<file path="src/design/lzd_pkg.sv">
// shared types and constants for the lz77 stream decompressor
// no dependencies; imported by every module of the block
package lzd_pkg;

   localparam int ADDR_W = 24;
   localparam int DATA_W = 16;

   // token and flag decoding
   localparam logic [7:0] FLAG_MSB      = 8'h80;
   localparam logic [2:0] FLAG_LAST_POS = 3'd7;
   localparam logic [4:0] LEN_BIAS      = 5'd3;

   // one request of the compressed stream
   typedef struct packed {
      logic       start_stream;
      logic [7:0] in_byte;
   } req_type;

   // one write produced by the decompressor
   typedef struct packed {
      logic [ADDR_W-1:0] write_address;
      logic [DATA_W-1:0] write_data;
      logic              last_of_run;
      logic              finished;
      logic              bad_reference;
   } rsp_type;

   // write strobes and data for the two history banks
   typedef struct packed {
      logic       we_even;
      logic       we_odd;
      logic [7:0] data_even;
      logic [7:0] data_odd;
   } win_wr_type;

endpackage

</file>
<file path="src/design/lzd_ctrl.sv">
// stream parser and copy sequencer of the lz77 decompressor
// uses lzd_pkg; drives the history window ports and the result register
module lzd_ctrl #(
   parameter int SIZE_BITS = 24,
   parameter int WIN_BITS  = 12
) (
   input  logic                  clock,
   input  logic                  reset,
   input  logic                  cfg_halfword,
   input  logic                  req_valid,
   input  lzd_pkg::req_type      req_data,
   output logic                  req_ready,
   input  logic                  out_ready,
   output logic                  emit_valid,
   output lzd_pkg::rsp_type      emit_data,
   output lzd_pkg::win_wr_type   win_wr,
   output logic [WIN_BITS-2:0]   win_wr_row,
   output logic                  win_rd_en,
   output logic [WIN_BITS-2:0]   win_rd_row,
   output logic                  win_rd_odd,
   input  logic [7:0]            win_rd_data
);
   import lzd_pkg::*;

   localparam int SB       = SIZE_BITS;
   localparam int SRC_BITS = ((SIZE_BITS > WIN_BITS) ? SIZE_BITS : WIN_BITS) + 1;

   typedef enum logic [3:0] {
      S_HDR0, S_HDR1, S_HDR2, S_HDR3, S_FLAG, S_ITEM, S_TOKEN2, S_DONE,
      S_LIT, S_CRD, S_CDAT
   } state_type;

   state_type             state_ff, state_in;
   logic                  hw_ff, hw_in;
   logic [SB-1:0]         total_ff, total_in;
   logic [SB-1:0]         produced_ff, produced_in;
   logic [7:0]            flags_ff, flags_in;
   logic [2:0]            fpos_ff, fpos_in;
   logic [7:0]            tok_ff, tok_in;
   logic [7:0]            held_ff, held_in;
   logic [7:0]            lit_ff, lit_in;
   logic [SRC_BITS-1:0]   src_ff, src_in;
   logic [4:0]            cnt_ff, cnt_in;
   logic                  bad_ff, bad_in;

   // position of the next output byte, widened for window indexing
   logic [SRC_BITS-1:0]   pos_ext;
   assign pos_ext    = SRC_BITS'(produced_ff);
   assign win_wr_row = pos_ext[WIN_BITS-1:1];
   assign win_rd_row = src_ff[WIN_BITS-1:1];
   assign win_rd_odd = src_ff[0];

   // the stream is taken only in the parse phases
   assign req_ready = (state_ff inside {S_HDR0, S_HDR1, S_HDR2, S_HDR3,
                                        S_FLAG, S_ITEM, S_TOKEN2, S_DONE});

   always_comb begin
      state_type           phase;
      logic [ADDR_W-1:0]   size_w;
      logic [12:0]         back_dist;
      logic [7:0]          value;
      logic [SB:0]         prod_n;
      logic [SB:0]         total_ext;
      logic                reached;
      logic                done_after;
      logic                last_pair;

      state_in    = state_ff;
      hw_in       = hw_ff;
      total_in    = total_ff;
      produced_in = produced_ff;
      flags_in    = flags_ff;
      fpos_in     = fpos_ff;
      tok_in      = tok_ff;
      held_in     = held_ff;
      lit_in      = lit_ff;
      src_in      = src_ff;
      cnt_in      = cnt_ff;
      bad_in      = bad_ff;
      emit_valid  = 1'b0;
      emit_data   = '0;
      win_wr      = '0;
      win_rd_en   = 1'b0;
      size_w      = '0;
      back_dist   = '0;

      // produce-step terms shared by literals and copies
      value      = (state_ff == S_LIT) ? lit_ff :
                   (src_ff[SRC_BITS-1] ? 8'h00 : win_rd_data);
      prod_n     = {1'b0, produced_ff} + 1'b1;
      total_ext  = {1'b0, total_ff};
      reached    = (prod_n >= total_ext);
      done_after = (cnt_ff == 5'd1) || reached;
      last_pair  = done_after || ((cnt_ff == 5'd2) && ((prod_n + 1'b1) < total_ext));

      phase = req_data.start_stream ? S_HDR0 : state_ff;

      if (req_ready) begin
         // one stream byte per accepted request
         if (req_valid) begin
            case (phase)
               S_HDR0: begin
                  hw_in       = cfg_halfword;
                  total_in    = '0;
                  produced_in = '0;
                  flags_in    = '0;
                  fpos_in     = '0;
                  tok_in      = '0;
                  held_in     = '0;
                  state_in    = S_HDR1;
               end
               S_HDR1: begin
                  size_w   = ADDR_W'(req_data.in_byte);
                  total_in = size_w[SB-1:0];
                  state_in = S_HDR2;
               end
               S_HDR2: begin
                  size_w   = ADDR_W'(total_ff) | (ADDR_W'(req_data.in_byte) << 8);
                  total_in = size_w[SB-1:0];
                  state_in = S_HDR3;
               end
               S_HDR3: begin
                  size_w   = ADDR_W'(total_ff) | (ADDR_W'(req_data.in_byte) << 16);
                  total_in = size_w[SB-1:0];
                  state_in = (size_w[SB-1:0] == '0) ? S_DONE : S_FLAG;
               end
               S_FLAG: begin
                  flags_in = req_data.in_byte;
                  fpos_in  = '0;
                  state_in = S_ITEM;
               end
               S_ITEM: begin
                  if ((flags_ff & (FLAG_MSB >> fpos_ff)) != 8'h00) begin
                     tok_in   = req_data.in_byte;
                     state_in = S_TOKEN2;
                  end else begin
                     lit_in   = req_data.in_byte;
                     cnt_in   = 5'd1;
                     bad_in   = 1'b0;
                     src_in   = '0;
                     state_in = S_LIT;
                  end
               end
               S_TOKEN2: begin
                  back_dist = {1'b0, tok_ff[3:0], req_data.in_byte} + 13'd1;
                  src_in    = pos_ext - SRC_BITS'(back_dist);
                  bad_in    = (pos_ext < SRC_BITS'(back_dist));
                  cnt_in    = {1'b0, tok_ff[7:4]} + LEN_BIAS;
                  state_in  = S_CRD;
               end
               S_DONE: begin
                  state_in = S_DONE;
               end
               default: begin
                  state_in = S_HDR0;
               end
            endcase
         end
      end else begin
         case (state_ff)
            // read one source byte of the copy
            S_CRD: begin
               win_rd_en = 1'b1;
               state_in  = S_CDAT;
            end
            // produce one output byte, literal or copied
            S_LIT, S_CDAT: begin
               if (out_ready) begin
                  produced_in = prod_n[SB-1:0];
                  cnt_in      = cnt_ff - 5'd1;
                  src_in      = src_ff + 1'b1;
                  emit_data.bad_reference = bad_ff;
                  if (!hw_ff) begin
                     win_wr.we_even  = ~produced_ff[0];
                     win_wr.we_odd   = produced_ff[0];
                     win_wr.data_even = value;
                     win_wr.data_odd  = value;
                     emit_valid = 1'b1;
                     emit_data.write_address = ADDR_W'(produced_ff);
                     emit_data.write_data    = DATA_W'(value);
                     emit_data.finished      = reached;
                     emit_data.last_of_run   = done_after;
                  end else if (produced_ff[0]) begin
                     // odd byte completes the held pair
                     win_wr.we_even   = 1'b1;
                     win_wr.we_odd    = 1'b1;
                     win_wr.data_even = held_ff;
                     win_wr.data_odd  = value;
                     emit_valid = 1'b1;
                     emit_data.write_address = ADDR_W'({produced_ff[SB-1:1], 1'b0});
                     emit_data.write_data    = {value, held_ff};
                     emit_data.finished      = reached;
                     emit_data.last_of_run   = last_pair;
                  end else begin
                     // even byte is held; flushed alone at the end of an odd size
                     held_in = value;
                     if (reached) begin
                        win_wr.we_even   = 1'b1;
                        win_wr.data_even = value;
                        emit_valid = 1'b1;
                        emit_data.write_address = ADDR_W'(produced_ff);
                        emit_data.write_data    = DATA_W'(value);
                        emit_data.finished      = 1'b1;
                        emit_data.last_of_run   = 1'b1;
                     end
                  end
                  // end of the item: stop, next flag byte or next item; otherwise read the next source byte
                  if (done_after) begin
                     if (reached) begin
                        state_in = S_DONE;
                     end else begin
                        fpos_in  = fpos_ff + 3'd1;
                        state_in = (fpos_ff == FLAG_LAST_POS) ? S_FLAG : S_ITEM;
                     end
                  end else begin
                     state_in = S_CRD;
                  end
               end
            end
            default: begin
               state_in = S_HDR0;
            end
         endcase
      end
   end

   always_ff @(posedge clock) begin
      if (reset) begin
         state_ff    <= S_HDR0;
         hw_ff       <= 1'b0;
         total_ff    <= '0;
         produced_ff <= '0;
         flags_ff    <= '0;
         fpos_ff     <= '0;
         tok_ff      <= '0;
         held_ff     <= '0;
         cnt_ff      <= '0;
         bad_ff      <= 1'b0;
      end else begin
         state_ff    <= state_in;
         hw_ff       <= hw_in;
         total_ff    <= total_in;
         produced_ff <= produced_in;
         flags_ff    <= flags_in;
         fpos_ff     <= fpos_in;
         tok_ff      <= tok_in;
         held_ff     <= held_in;
         cnt_ff      <= cnt_in;
         bad_ff      <= bad_in;
      end
      lit_ff <= lit_in;
      src_ff <= src_in;
   end

endmodule

</file>
<file path="config.mk">
export PLATFORM = sky130hd
export DESIGN_NAME = lzd_ctrl
export DESIGN_NICKNAME = d
export VERILOG_FILES = /design/src/design/lzd_pkg.sv /design/src/design/lzd_ctrl.sv
export SDC_FILE = /design/constraint.sdc
export NUM_CORES = 1
export LEC_CHECK = 0
export ABC_CLOCK_PERIOD_IN_PS = 3500
export BUFFER_PORTS_ARGS = -buffer_cell sky130_fd_sc_hd__buf_2
export CORE_MARGIN = 2
export CORE_UTILIZATION = 54
export CTS_CLUSTER_SIZE = 25
export DETAILED_ROUTE_END_ITERATION = 8
export GPL_TIMING_DRIVEN = 1
export PLACE_DENSITY = 0.81
export SETUP_SLACK_MARGIN = 0.3
export SLEW_MARGIN = 20
export SYNTH_ARGS = -nofsm -noshare
export SYNTH_HDL_FRONTEND = slang
export SYNTH_SLANG_ARGS = --single-unit
</file>
<file path="constraint.sdc">
create_clock -name clock -period 3.5 [get_ports clock]
set_input_delay 0.175 -clock clock [delete_from_list [all_inputs] [get_ports clock]]
set_output_delay 0.175 -clock clock [all_outputs]
set_load 0.02 [all_outputs]
</file>
Word-level counts from Yosys, hierarchy flattened
Index checks and enable logic that the tools add are counted.
- output and inout port bits: 87
- register bits after elaboration: 119
- bits of input ports: 22
- logic and storage cells: 160
- muxes and demuxes: 72
- equal/unequal tests: 30
- shift-type cells: 1
- bitwise logic cells: 5
- add/subtract/negate cells: 8
- order comparisons: 3
- reductions and logical operators: 29
- operators with widths (cell ; count):
    43-bit 2-to-1 mux ; 3
    42-bit 2-to-1 mux ; 3
    25-bit 2-to-1 mux ; 5
    24-bit 2-to-1 mux ; 5
    8-bit 2-to-1 mux ; 13
    24-bit case mux with 4 select lines ; 1
    18-bit 2-to-1 mux ; 4
    25-bit by 1-bit adder with 25-bit output, second input constant ; 2
    25-bit case mux with 2 select lines ; 1
    4-bit by 3-bit equality test with 1-bit output, second input constant ; 8
    4-bit case mux with 8 select lines ; 1
    8-bit case mux with 2 select lines ; 2
    24-bit by 1-bit adder with 25-bit output, second input constant ; 1
    25-bit by 24-bit greater-or-equal comparator with 1-bit output ; 1
    25-bit by 24-bit less-than comparator with 1-bit output ; 1
    5-bit 2-to-1 mux ; 5
    24-bit by 13-bit subtractor with 25-bit output ; 1
    24-bit logical NOT ; 1
    24-bit by 13-bit less-than comparator with 1-bit output ; 1
    4-bit 2-to-1 mux ; 6
    24-bit by 16-bit bitwise OR with 24-bit output ; 1
    24-bit bitwise OR ; 1
    3-bit 2-to-1 mux ; 7
    4-bit by 2-bit equality test with 1-bit output, second input constant ; 4
    33 further kinds ; 70

Logic depth before layout (Yosys ltp)
Gate-level depths: netlist (run 1).
- depth after elaboration: 10
- gate-level depth with buffers: 18

Least setup slack after synthesis (run 1)
No wires, ideal clock.
- kind: flip-flop to output port
- start point: reg produced_ff[1]
- end point: out win_wr[10] (netlist name)
- required time: 3.325 ns
- data arrival time: 4.113 ns
- path buffers: 2
- stages on the path, launching flop included: 16
- slack: -0.788 ns
- cell sequence: dfxtp_1 -> ha_1 -> nand3_1 -> nor4_1 -> nand3_1 -> xor2_1 -> inv_1 -> ha_1 -> nand4_1 -> nor3_1 -> a2111oi_0 -> o2111a_1 -> o21a_1 -> buf_2 -> o31ai_1 -> buf_4
- RTL lines (what ; RTL line ; RTL):
    start, declared ; lzd_ctrl.sv:36 ; logic [SB-1:0] produced_ff, produced_in;
    start signal, assigned ; lzd_ctrl.sv:243 ; produced_ff <= produced_in;
    end, declared ; lzd_ctrl.sv:16 ; output lzd_pkg::win_wr_type win_wr,

==> flow_results.xml, run 1 <==
<?xml version="1.0" encoding="UTF-8"?>
<metrics>
  <group name="run_status">
    <metric name="result_of_the_run" unit="">finished with violations</metric>
    <metric name="failed_checks" unit="">setup timing</metric>
  </group>
  <group name="global_routing">
    <metric name="met3_usage" unit="%">6.30</metric>
    <metric name="antenna_violations_before_repair" unit="">0</metric>
    <metric name="groute.layer.met1.usage" unit="%">39.0</metric>
    <metric name="grt_util_met2" unit="%">50.7</metric>
    <metric name="grt.total_usage" unit="%">31.1</metric>
    <metric name="grt-busiest-layer" unit="">met2</metric>
    <metric name="grt_start_max_net_pins" unit="">65</metric>
    <metric name="grt_first_pass_wirelength" unit="µm">45100</metric>
    <metric name="number_of_global_route_vias_before_repair" unit="">8999</metric>
    <metric name="overflow" unit="">0</metric>
  </group>
  <group name="yosys">
    <metric name="synth_area_leader_cell" unit="">dfxtp_1</metric>
    <metric name="postSynth.topFlopCell" unit="">dfxtp_1</metric>
    <metric name="mappedNetlistNets" unit="">1294</metric>
    <metric name="synth_edf_count" unit="">33</metric>
    <metric name="synth.yosys.seq_area_share" unit="%">28.7</metric>
    <metric name="synth.most_common_cell" unit="">nor2_1</metric>
    <metric name="synth_top_cell_area_share" unit="%">18.2</metric>
    <metric name="synth_seq_cells" unit="">119</metric>
    <metric name="netlist_area_pre_place" unit="µm²">9460</metric>
    <metric name="synth-async-reset-ratio" unit="%">0</metric>
    <metric name="post_synth_most_frequent_cells" unit="">nor2_1 (111), a21oi_1 (101), nand2_1 (96), dfxtp_1 (86), ha_1 (75)</metric>
    <metric name="synth.distinct_cells" unit="">78</metric>
    <metric name="yosys_warnings" unit="">0</metric>
    <metric name="post_synth_inst_count" unit="">1196</metric>
    <metric name="syn-mean-instance-area" unit="µm²">7.91</metric>
    <metric name="synthTopCellsByArea" unit="">dfxtp_1 (18%), edfxtp_1 (10%), ha_1 (9.9%)</metric>
  </group>
  <group name="pwr">
    <metric name="power_density" unit="nW/µm²">302</metric>
    <metric name="part_of_the_power_in_registers" unit="%">39.1</metric>
    <metric name="p_comb_share" unit="%">12.7</metric>
    <metric name="power.clock.fraction" unit="%">48.3</metric>
    <metric name="net_sw_share" unit="%">26.4</metric>
    <metric name="ir_drop" unit="mV">0.347</metric>
    <metric name="p_int" unit="W">0.00274</metric>
    <metric name="switching_power" unit="W">0.000983</metric>
    <metric name="p_leak" unit="nW">5.31</metric>
  </group>
  <group name="clock_tree">
    <metric name="clock-sinks" unit="">119</metric>
    <metric name="cts_root_buf" unit="">clkbuf_16</metric>
    <metric name="clk_latency" unit="ps">430</metric>
    <metric name="clk_pin_slew" unit="ps">60</metric>
    <metric name="cts_htree_levels" unit="">4</metric>
    <metric name="cts-buffers-inserted" unit="">17</metric>
    <metric name="ctsLongestPathBuffers" unit="">2</metric>
    <metric name="tritoncts" unit="">built</metric>
  </group>
  <group name="sta">
    <metric name="grt_setup_unrepaired" unit="">true</metric>
    <metric name="fmax" unit="GHz">0.221</metric>
    <metric name="tns" unit="ps">-27290</metric>
    <metric name="layout_min_cycle_time" unit="ps">4530</metric>
    <metric name="setup_viol" unit="">49</metric>
    <metric name="max_slew_headroom_at_the_worst_pin" unit="%">43.4</metric>
    <metric name="timing.final.ws_setup" unit="ps">-1030</metric>
    <metric name="worst_pin_slew" unit="ps">847</metric>
    <metric name="fin_worst_hold_slack" unit="ps">21.7</metric>
    <metric name="fin_crit_sh" unit="%">129</metric>
    <metric name="fin_worst_skew" unit="ps">8.07</metric>
    <metric name="timing_max_transition_violations_final" unit="">0</metric>
    <metric name="final_hold_viol_count" unit="">0</metric>
  </group>
  <group name="final_layout">
    <metric name="fin_cells" unit="">1600</metric>
    <metric name="final_layout_size_suffix_gt1_share" unit="%">28.1</metric>
    <metric name="fillCellCount" unit="">1155</metric>
    <metric name="num_antenna_cells" unit="">0</metric>
    <metric name="multi_input_area" unit="µm²">6570</metric>
    <metric name="areaGrowthSynthToFinish" unit="%">30.2</metric>
    <metric name="fin_nets" unit="">1460</metric>
    <metric name="finish.utilization" unit="%">71.5</metric>
    <metric name="regArea" unit="µm²">2750</metric>
    <metric name="final_area" unit="µm²">12300</metric>
  </group>
  <group name="floorplanning">
    <metric name="placement_rows" unit="">48</metric>
    <metric name="die_y" unit="µm">136</metric>
    <metric name="die_area" unit="µm²">18600</metric>
    <metric name="placeableCoreArea" unit="µm²">17200</metric>
    <metric name="floorplan.initialDensity" unit="%">54.9</metric>
    <metric name="boundaryPins" unit="">109</metric>
    <metric name="die_w" unit="µm">136</metric>
  </group>
  <group name="critical_path">
    <metric name="crit_path_launch_type" unit="">flop</metric>
    <metric name="worst_ep_required_time" unit="ps">3320</metric>
    <metric name="cp-end-kind" unit="">primary output</metric>
    <metric name="crit_path_max_fo" unit="">6</metric>
    <metric name="crit_type" unit="">reg2out</metric>
    <metric name="arrival" unit="ps">4350</metric>
  </group>
  <group name="flow_run">
    <metric name="max_capacitance_violation_count" unit="">0</metric>
  </group>
  <group name="hold_path">
    <metric name="hold_path_class" unit="">in2reg</metric>
  </group>
  <group name="placed_design">
    <metric name="dp.final_hpwl" unit="µm">21600</metric>
    <metric name="place.detailed.instances" unit="">1548</metric>
    <metric name="routabilityCongestion" unit="">0.939</metric>
    <metric name="numPortBuffers" unit="">108</metric>
    <metric name="detailed_place.area" unit="µm²">10900</metric>
  </group>
  <group name="routing">
    <metric name="drtPass1Iterations" unit="">6</metric>
    <metric name="antenna_violating_nets_post_route" unit="">0</metric>
    <metric name="detail_route.drc_violations" unit="">0</metric>
    <metric name="drt_wl_total" unit="µm">31900</metric>
    <metric name="via_count" unit="">9999</metric>
    <metric name="detail_route.vias_per_cell" unit="">6.25</metric>
    <metric name="wl_per_cell" unit="µm">20.0</metric>
    <metric name="drt-initial-drc-count" unit="">1100</metric>
  </group>
</metrics>
## placed cells by master, fill, tap and decap left out, drive strengths merged, types with 31 or more instances in the layout
| master | netlist | routed |
|---|---|---|
| a21oi | 101 | 101 |
| and3 | 41 | 41 |
| buf | 50 | 251 |
| dfxtp | 86 | 86 |
| edfxtp | 33 | 33 |
| ha | 75 | 75 |
| inv | 66 | 67 |
| nand2 | 96 | 96 |
| nand3 | 65 | 65 |
| nor2 | 112 | 112 |
| nor3 | 31 | 31 |
| o21ai | 43 | 43 |
| xnor2 | 65 | 65 |
| xor2 | 34 | 34 |
## path summary, 6_finish.rpt
kind                         from            to  slack (ps)  cells past startpoint
setup reg to reg  produced_ff[13]   state_ff[3]        -270                     20
hold / removal        req_data[1]     lit_ff[1]          20                      1
setup / recovery   produced_ff[0]  emit_data[2]       -1030                     17
hold reg to reg       flags_ff[0]   flags_ff[0]         450                      2
## registers in the layout (all words and copies together) (netlist names)
signal	count
hw_ff	1
state_ff	4
lit_ff	8
cnt_ff	5
total_ff	24
tok_ff	8
held_ff	8
flags_ff	8
src_ff	25
produced_ff	24
fpos_ff	3
bad_ff	1
## stage by stage
step | power (W) | setup WS [ps]
3_5_place_dp | 0.00188 | -347
2_1_floorplan | 0.00174 | -4.07
4_1_cts | 0.00364 | -757
3_3_place_gp | 0.00187 | -228
5_1_grt | 0.00381 | -1100
6_report | 0.00372 | -1030
## power groups by stage
stage	sequential, W	combinational [W]	clock [W]
5_1_grt	0.00145	0.000498	0.00185
6_report	0.00145	0.000471	0.00180
2_1_floorplan	0.00147	0.000266	0
3_3_place_gp	0.00148	0.000386	0
3_5_place_dp	0.00148	0.000396	0
4_1_cts	0.00146	0.000403	0.00179
## what timing repair did
action	in CTS	in global routing
hold buffers	1	0
hold endpoints to repair	1	0
buffers inserted	2	15
resized for setup	14	143
gates cloned	0	2
pin swaps	3	35
endpoints found under the setup margin	51	56
## logic make-up after synthesis
family,count (synthesis),synth area share [%]
adder cells (fa/ha/maj),76,10.1
multiplexers,9,0.952
AND/OR/NAND/NOR,467,25.7
flip-flops,119,28.7
AO/OA/AOI/OAI,254,16.7
XOR/XNOR,99,9.52
buffers and inverters,172,8.32
## metal layers
metal | vias up | part of all wire [%]
met5 | - | 0
met4 | 0 | 5.9
met3 | 149 | 9.1
met2 | 604 | 47
met1 | 4690 | 38
li1 | 4556 | -
## final cells by class
| type | instances | share of cell area (%) |
|---|---|---|
| inverters | 67 | 2.05 |
| clock inverters | 10 | 0.955 |
| flip-flops and latches | 119 | 22.3 |
| multi-input cells | 905 | 53.3 |
| repair buffers | 252 | 15.2 |
| well taps | 225 | 2.29 |
| clock buffers | 22 | 3.94 |
## critical path, cell delays in order, from the launching register on
cell	delay (ps)
dfxtp_4	360
ha_4	180
nand2b_1	140
a21oi_1	130
o21ai_1	130
or4_4	590
nor3b_4	350
nand2_2	120
xnor2_2	160
ha_1	300
a21oi_1	170
o21ai_1	100
a2111oi_2	320
o21ai_1	160
o221ai_1	220
nand4_1	180
o2bb2ai_4	180
buf_6	130
Power figures use the tool's default switching activity.
==> inputs of run 2 (changes only) <==
--- a/config.mk
+++ b/config.mk
@@ -12,7 +12,7 @@
 export CTS_CLUSTER_SIZE = 25
 export DETAILED_ROUTE_END_ITERATION = 8
 export GPL_TIMING_DRIVEN = 1
-export PLACE_DENSITY = 0.81
+export PLACE_DENSITY = 0.78
 export SETUP_SLACK_MARGIN = 0.3
 export SLEW_MARGIN = 20
 export SYNTH_ARGS = -nofsm -noshare
==> flow_results.xml, run 2 (synthesized netlist as in run 1, its figures left out) <==
<?xml version="1.0" encoding="UTF-8"?>
<metrics>
  <group name="floorplanning">
    <metric name="die_w" unit="µm">136</metric>
    <metric name="floorplan.initialDensity" unit="%">54.9</metric>
    <metric name="placeableCoreArea" unit="µm²">17200</metric>
    <metric name="die_area" unit="µm²">18600</metric>
    <metric name="placement_rows" unit="">48</metric>
    <metric name="boundaryPins" unit="">109</metric>
    <metric name="die_y" unit="µm">136</metric>
  </group>
  <group name="routing">
    <metric name="drt-initial-drc-count" unit="">994</metric>
    <metric name="drt_wl_total" unit="µm">31700</metric>
    <metric name="antenna_violating_nets_post_route" unit="">0</metric>
    <metric name="drtPass1Iterations" unit="">6</metric>
    <metric name="detail_route.drc_violations" unit="">0</metric>
    <metric name="via_count" unit="">9974</metric>
    <metric name="wl_per_cell" unit="µm">19.7</metric>
    <metric name="detail_route.vias_per_cell" unit="">6.20</metric>
  </group>
  <group name="critical_path">
    <metric name="worst_ep_required_time" unit="ps">3320</metric>
    <metric name="critical_path.reg2reg.startpoint" unit="">produced_ff[0]</metric>
    <metric name="crit_path_max_fo" unit="">6</metric>
    <metric name="timing.reg2reg.worst_path_depth" unit="">18</metric>
    <metric name="reg2reg_to" unit="">fpos_ff[1]</metric>
    <metric name="crit_path_launch_type" unit="">flop</metric>
    <metric name="crit_type" unit="">reg2out</metric>
    <metric name="ff2ff_setup_slack" unit="ps">-260</metric>
    <metric name="arrival" unit="ps">4210</metric>
    <metric name="cp-end-kind" unit="">primary output</metric>
  </group>
  <group name="clock_tree">
    <metric name="tritoncts" unit="">built</metric>
    <metric name="cts-buffers-inserted" unit="">17</metric>
    <metric name="ctsLongestPathBuffers" unit="">2</metric>
    <metric name="cts_htree_levels" unit="">4</metric>
    <metric name="cts_root_buf" unit="">clkbuf_16</metric>
    <metric name="clk_latency" unit="ps">440</metric>
    <metric name="clk_pin_slew" unit="ps">60</metric>
    <metric name="clock-sinks" unit="">119</metric>
  </group>
  <group name="final_layout">
    <metric name="max_flop_register" unit="">src_ff</metric>
    <metric name="final_area" unit="µm²">12400</metric>
    <metric name="final_layout_size_suffix_gt1_share" unit="%">28.3</metric>
    <metric name="fin_nets" unit="">1470</metric>
    <metric name="largestRegisters" unit="">src_ff: 25 flops, produced_ff: 24 flops, total_ff: 24 flops</metric>
    <metric name="mostFrequentLayoutCell" unit="">buf_4</metric>
    <metric name="areaGrowthSynthToFinish" unit="%">30.9</metric>
    <metric name="fin_cells" unit="">1610</metric>
    <metric name="fillCellCount" unit="">1180</metric>
    <metric name="multi_input_area" unit="µm²">6500</metric>
    <metric name="mostFrequentLayoutCells" unit="">buf_4 (143), nor2_1 (108), a21oi_1 (99)</metric>
    <metric name="max_reg_flops" unit="">25</metric>
    <metric name="regArea" unit="µm²">2750</metric>
    <metric name="num_antenna_cells" unit="">0</metric>
  </group>
  <group name="pwr">
    <metric name="power.clock.fraction" unit="%">46.9</metric>
    <metric name="part_of_the_power_in_registers" unit="%">39.7</metric>
    <metric name="p_comb_share" unit="%">13.5</metric>
    <metric name="p_leak" unit="nW">5.41</metric>
    <metric name="ir_drop" unit="mV">0.344</metric>
    <metric name="p_int" unit="W">0.00265</metric>
    <metric name="switching_power" unit="W">0.00101</metric>
    <metric name="net_sw_share" unit="%">27.6</metric>
    <metric name="power_density" unit="nW/µm²">296</metric>
  </group>
  <group name="hold_path">
    <metric name="worstHoldEndpoint" unit="">flags_ff[0]</metric>
    <metric name="hp-start" unit="">reset</metric>
    <metric name="hold_path_class" unit="">in2reg</metric>
    <metric name="hold-path-cell-count" unit="">2</metric>
  </group>
  <group name="placed_design">
    <metric name="place.detailed.instances" unit="">1550</metric>
    <metric name="routabilityCongestion" unit="">0.915</metric>
    <metric name="numPortBuffers" unit="">108</metric>
    <metric name="dp.final_hpwl" unit="µm">21600</metric>
    <metric name="detailed_place.area" unit="µm²">11000</metric>
  </group>
  <group name="sta">
    <metric name="final_hold_viol_count" unit="">0</metric>
    <metric name="timing_max_transition_violations_final" unit="">0</metric>
    <metric name="grt_setup_unrepaired" unit="">true</metric>
    <metric name="layout_min_cycle_time" unit="ps">4390</metric>
    <metric name="fin_worst_skew" unit="ps">11.4</metric>
    <metric name="fmax" unit="GHz">0.228</metric>
    <metric name="timing.final.ws_setup" unit="ps">-889</metric>
    <metric name="tns" unit="ps">-32320</metric>
    <metric name="worst_pin_slew" unit="ps">824</metric>
    <metric name="setup_viol" unit="">50</metric>
    <metric name="max_slew_headroom_at_the_worst_pin" unit="%">44.9</metric>
    <metric name="fin_crit_sh" unit="%">125</metric>
    <metric name="fin_worst_hold_slack" unit="ps">45.2</metric>
  </group>
  <group name="flow_run">
    <metric name="max_capacitance_violation_count" unit="">0</metric>
  </group>
  <group name="run_status">
    <metric name="failed_checks" unit="">setup timing</metric>
    <metric name="result_of_the_run" unit="">finished with violations</metric>
  </group>
  <group name="global_routing">
    <metric name="groute.layer.met1.usage" unit="%">41.4</metric>
    <metric name="overflow" unit="">0</metric>
    <metric name="grt-busiest-layer" unit="">met2</metric>
    <metric name="grt.total_usage" unit="%">32.3</metric>
    <metric name="number_of_global_route_vias_before_repair" unit="">9261</metric>
    <metric name="grt_first_pass_wirelength" unit="µm">46800</metric>
    <metric name="antenna_violations_before_repair" unit="">0</metric>
    <metric name="grt_start_max_net_pins" unit="">57</metric>
    <metric name="met3_usage" unit="%">5.22</metric>
    <metric name="grt_util_met2" unit="%">52.5</metric>
  </group>
</metrics>
[run 2: cell types whose count changed in the layout (fill, tap and decap cells not counted), sizes merged]
cell and change:
buf +10, inv +6, bufinv -1, clkbuf -3
clkinvlp -2
[run 2: power by group through the flow]
stage | logic [W] | clock network [W] | registers (W)
after floorplan | 0.000266 | 0 | 0.00147
after global placement | 0.000390 | 0 | 0.00148
after detailed placement | 0.000400 | 0 | 0.00149
after CTS | 0.000445 | 0.00173 | 0.00145
after global routing | 0.000525 | 0.00179 | 0.00146
final | 0.000493 | 0.00172 | 0.00145
[run 2: metrics by stage]
stage               util, %  total power [W]  worst slack (ps)
finish                 71.8          0.00366              -889
global route           71.8          0.00377              -998
CTS                    69.7          0.00362              -859
detailed placement     63.7          0.00189              -476
global placement       63.7          0.00187              -327
floorplan                 -          0.00174             -4.07
[run 2: repair_timing]
item | 4_1_cts | 5_1_grt
pin swaps | 28 | 28
hold buffers | 1 | 0
cloned | 0 | 0
buffers inserted | 16 | 11
setup endpoints to repair | 50 | 53
resized for setup | 84 | 79
endpoints found under the hold margin | 1 | 0
[run 2: layout make-up]
cell class              count  share of cell area (%)
inverters                  67                    2.04
clock buffers              19                    3.67
repair buffers            262                    16.4
well taps                 225                    2.27
flip-flops and latches    119                    22.2
multi-input cells         905                    52.5
clock inverters            13                   0.929
[run 2: how the worst max path moves through the flow]
stage / startpoint / endpoint / slack [ps] / depth (start not counted)
floorplan: produced_ff[1] / emit_data[2] / -4 / 16
global placement: produced_ff[2] / emit_data[2] / -330 / 17
detailed placement: produced_ff[2] / emit_data[2] / -480 / 17
CTS: produced_ff[0] / emit_data[2] / -860 / 17
global route: produced_ff[0] / emit_data[2] / -1000 / 20
finish: produced_ff[0] / emit_data[2] / -890 / 17
[run 2: worst max-delay path, stage by stage, from the launching register on]
cell	delay [ps]
dfxtp_2	360
buf_6	150
nand4_4	160
buf_4	180
buf_4	130
nor4_4	180
xor2_2	240
nand3_2	150
or2_1	270
and2b_1	250
xnor2_2	90
ha_1	360
a2111oi_4	370
o21ai_1	120
o221ai_1	230
nand4_1	190
o2bb2ai_4	200
buf_6	130
[run 2: per-layer routing]
metal	up-vias	wire length [µm]
li1	4576	-
met1	4667	12300
met2	608	15000
met3	123	2930
met4	0	1420
met5	-	0
==> inputs of run 3 (changes only) <==
--- a/config.mk
+++ b/config.mk
@@ -13,6 +13,7 @@
 export DETAILED_ROUTE_END_ITERATION = 8
 export GPL_TIMING_DRIVEN = 1
 export PLACE_DENSITY = 0.78
+export RECOVER_POWER = 25
 export SETUP_SLACK_MARGIN = 0.3
 export SLEW_MARGIN = 20
 export SYNTH_ARGS = -nofsm -noshare
==> flow_results.xml, run 3 (synthesized netlist as in run 1, its figures left out) <==
<?xml version="1.0" encoding="UTF-8"?>
<metrics>
  <group name="final_layout">
    <metric name="fin_cells" unit="">1610</metric>
    <metric name="finish.utilization" unit="%">71.6</metric>
    <metric name="max_flop_register" unit="">src_ff</metric>
    <metric name="num_antenna_cells" unit="">0</metric>
    <metric name="final_area" unit="µm²">12300</metric>
    <metric name="mostFrequentLayoutCell" unit="">buf_4</metric>
    <metric name="max_reg_flops" unit="">25</metric>
    <metric name="final_layout_size_suffix_gt1_share" unit="%">26.6</metric>
    <metric name="areaGrowthSynthToFinish" unit="%">30.4</metric>
    <metric name="mostFrequentLayoutCells" unit="">buf_4 (135), nor2_1 (108), a21oi_1 (99)</metric>
    <metric name="largestRegisters" unit="">src_ff: 25 flops, produced_ff: 24 flops, total_ff: 24 flops</metric>
    <metric name="fin_nets" unit="">1470</metric>
  </group>
  <group name="sta">
    <metric name="tns" unit="ps">-32120</metric>
    <metric name="fmax" unit="GHz">0.228</metric>
    <metric name="grt_setup_unrepaired" unit="">true</metric>
    <metric name="fin_worst_skew" unit="ps">9.63</metric>
    <metric name="timing.final.ws_setup" unit="ps">-881</metric>
    <metric name="max_slew_headroom_at_the_worst_pin" unit="%">45.0</metric>
    <metric name="timing_max_transition_violations_final" unit="">0</metric>
    <metric name="worst_pin_slew" unit="ps">823</metric>
    <metric name="setup_viol" unit="">50</metric>
    <metric name="layout_min_cycle_time" unit="ps">4380</metric>
    <metric name="final_hold_viol_count" unit="">0</metric>
    <metric name="fin_crit_sh" unit="%">125</metric>
  </group>
  <group name="clock_tree">
    <metric name="clock-sinks" unit="">119</metric>
    <metric name="clk_latency" unit="ps">440</metric>
    <metric name="clk_pin_slew" unit="ps">60</metric>
    <metric name="ctsLongestPathBuffers" unit="">2</metric>
    <metric name="cts_root_buf" unit="">clkbuf_16</metric>
    <metric name="cts-buffers-inserted" unit="">17</metric>
    <metric name="cts_htree_levels" unit="">4</metric>
    <metric name="tritoncts" unit="">built</metric>
  </group>
  <group name="placed_design">
    <metric name="place.detailed.instances" unit="">1550</metric>
    <metric name="dp.final_hpwl" unit="µm">21600</metric>
    <metric name="routabilityCongestion" unit="">0.915</metric>
    <metric name="detailed_place.area" unit="µm²">11000</metric>
    <metric name="numPortBuffers" unit="">108</metric>
    <metric name="post-place-ws" unit="ps">-476</metric>
  </group>
  <group name="global_routing">
    <metric name="antenna_violations_before_repair" unit="">0</metric>
    <metric name="grt_start_max_net_pins" unit="">57</metric>
    <metric name="grt.total_usage" unit="%">32.3</metric>
    <metric name="overflow" unit="">0</metric>
    <metric name="number_of_global_route_vias_before_repair" unit="">9261</metric>
    <metric name="grt_first_pass_wirelength" unit="µm">46800</metric>
  </group>
  <group name="critical_path">
    <metric name="crit_path_max_fo" unit="">6</metric>
    <metric name="worst_ep_required_time" unit="ps">3320</metric>
    <metric name="arrival" unit="ps">4210</metric>
    <metric name="cp-end-kind" unit="">primary output</metric>
    <metric name="crit_path_launch_type" unit="">flop</metric>
    <metric name="crit_type" unit="">reg2out</metric>
  </group>
  <group name="pwr">
    <metric name="p_leak" unit="nW">5.33</metric>
    <metric name="power_density" unit="nW/µm²">296</metric>
    <metric name="ir_drop" unit="mV">0.344</metric>
  </group>
  <group name="floorplanning">
    <metric name="placeableCoreArea" unit="µm²">17200</metric>
    <metric name="die_y" unit="µm">136</metric>
    <metric name="die_w" unit="µm">136</metric>
    <metric name="floorplan.initialDensity" unit="%">54.9</metric>
    <metric name="placement_rows" unit="">48</metric>
    <metric name="die_area" unit="µm²">18600</metric>
    <metric name="boundaryPins" unit="">109</metric>
  </group>
  <group name="routing">
    <metric name="detail_route.vias_per_cell" unit="">6.20</metric>
    <metric name="detail_route.drc_violations" unit="">0</metric>
    <metric name="drt-initial-drc-count" unit="">1065</metric>
    <metric name="via_count" unit="">9990</metric>
    <metric name="wl_per_cell" unit="µm">19.6</metric>
    <metric name="antenna_violating_nets_post_route" unit="">0</metric>
    <metric name="drt_wl_total" unit="µm">31500</metric>
    <metric name="drtPass1Iterations" unit="">7</metric>
  </group>
  <group name="run_status">
    <metric name="failed_checks" unit="">setup timing</metric>
    <metric name="result_of_the_run" unit="">finished with violations</metric>
  </group>
  <group name="flow_run">
    <metric name="max_capacitance_violation_count" unit="">0</metric>
  </group>
  <group name="hold_path">
    <metric name="hold_path_class" unit="">in2reg</metric>
  </group>
</metrics>
==> run 3: final timing paths <==
check             slack (ps)  cells after the start            to           start
hold / removal            50                      2   flags_ff[0]           reset
setup / recovery        -880                     17  emit_data[2]  produced_ff[0]
hold reg to reg          460                      2   flags_ff[2]     flags_ff[2]
setup reg to reg        -240                     18    fpos_ff[1]  produced_ff[0]
==> run 3: worst max-delay path: stages, from the launching register on <==
cell,delay [ps]
dfxtp_2,360
buf_6,150
nand4_4,160
buf_4,180
buf_4,130
nor4_4,180
xor2_2,230
nand3_2,150
or2_1,270
and2b_1,250
xnor2_2,90
ha_1,360
a2111oi_4,370
o21ai_1,120
o221ai_1,230
nand4_1,190
o2bb2ai_4,200
buf_6,130
==> run 3: where the power goes <==
part           internal (W)  leakage, nW  switching, W
sequential          0.00143         1.00     0.0000271
combinational      0.000201         4.05      0.000286
clock               0.00102        0.281      0.000694
==> run 3: metrics by stage <==
stage | power (W) | hold WS [ps]
2_1_floorplan | 0.00174 | 274
5_1_grt | 0.00376 | 88.2
3_3_place_gp | 0.00187 | 418
3_5_place_dp | 0.00189 | 431
4_1_cts | 0.00362 | 36.8
6_report | 0.00366 | 50.7
==> run 3: per-layer routing <==
metal / track usage (%) / wire [µm] / part of all wire, %
met5: 0 / 0 / 0
met4: 16.1 / 1610 / 5.1
met3: 5.22 / 2790 / 8.8
met2: 52.5 / 14800 / 47
met1: 41.4 / 12400 / 39
==> run 3: repair_timing <==
item / in CTS / in global routing
pin swaps: 28 / 28
endpoints found under the hold margin: 1 / 0
setup endpoints to repair: 50 / 53
setup buffers: 16 / 11
hold buffers: 1 / 0
gates resized for setup: 84 / 79
==> run 3: layout make-up <==
type / count / area, µm²
Inverter: 67 / 253
Tap cell: 225 / 282
Multi-Input combinational cell: 905 / 6500
Sequential cell: 119 / 2750
Clock buffer: 19 / 454
Timing Repair Buffer: 262 / 1990
Clock inverter: 13 / 115
Fill cell: 1199 / 4900
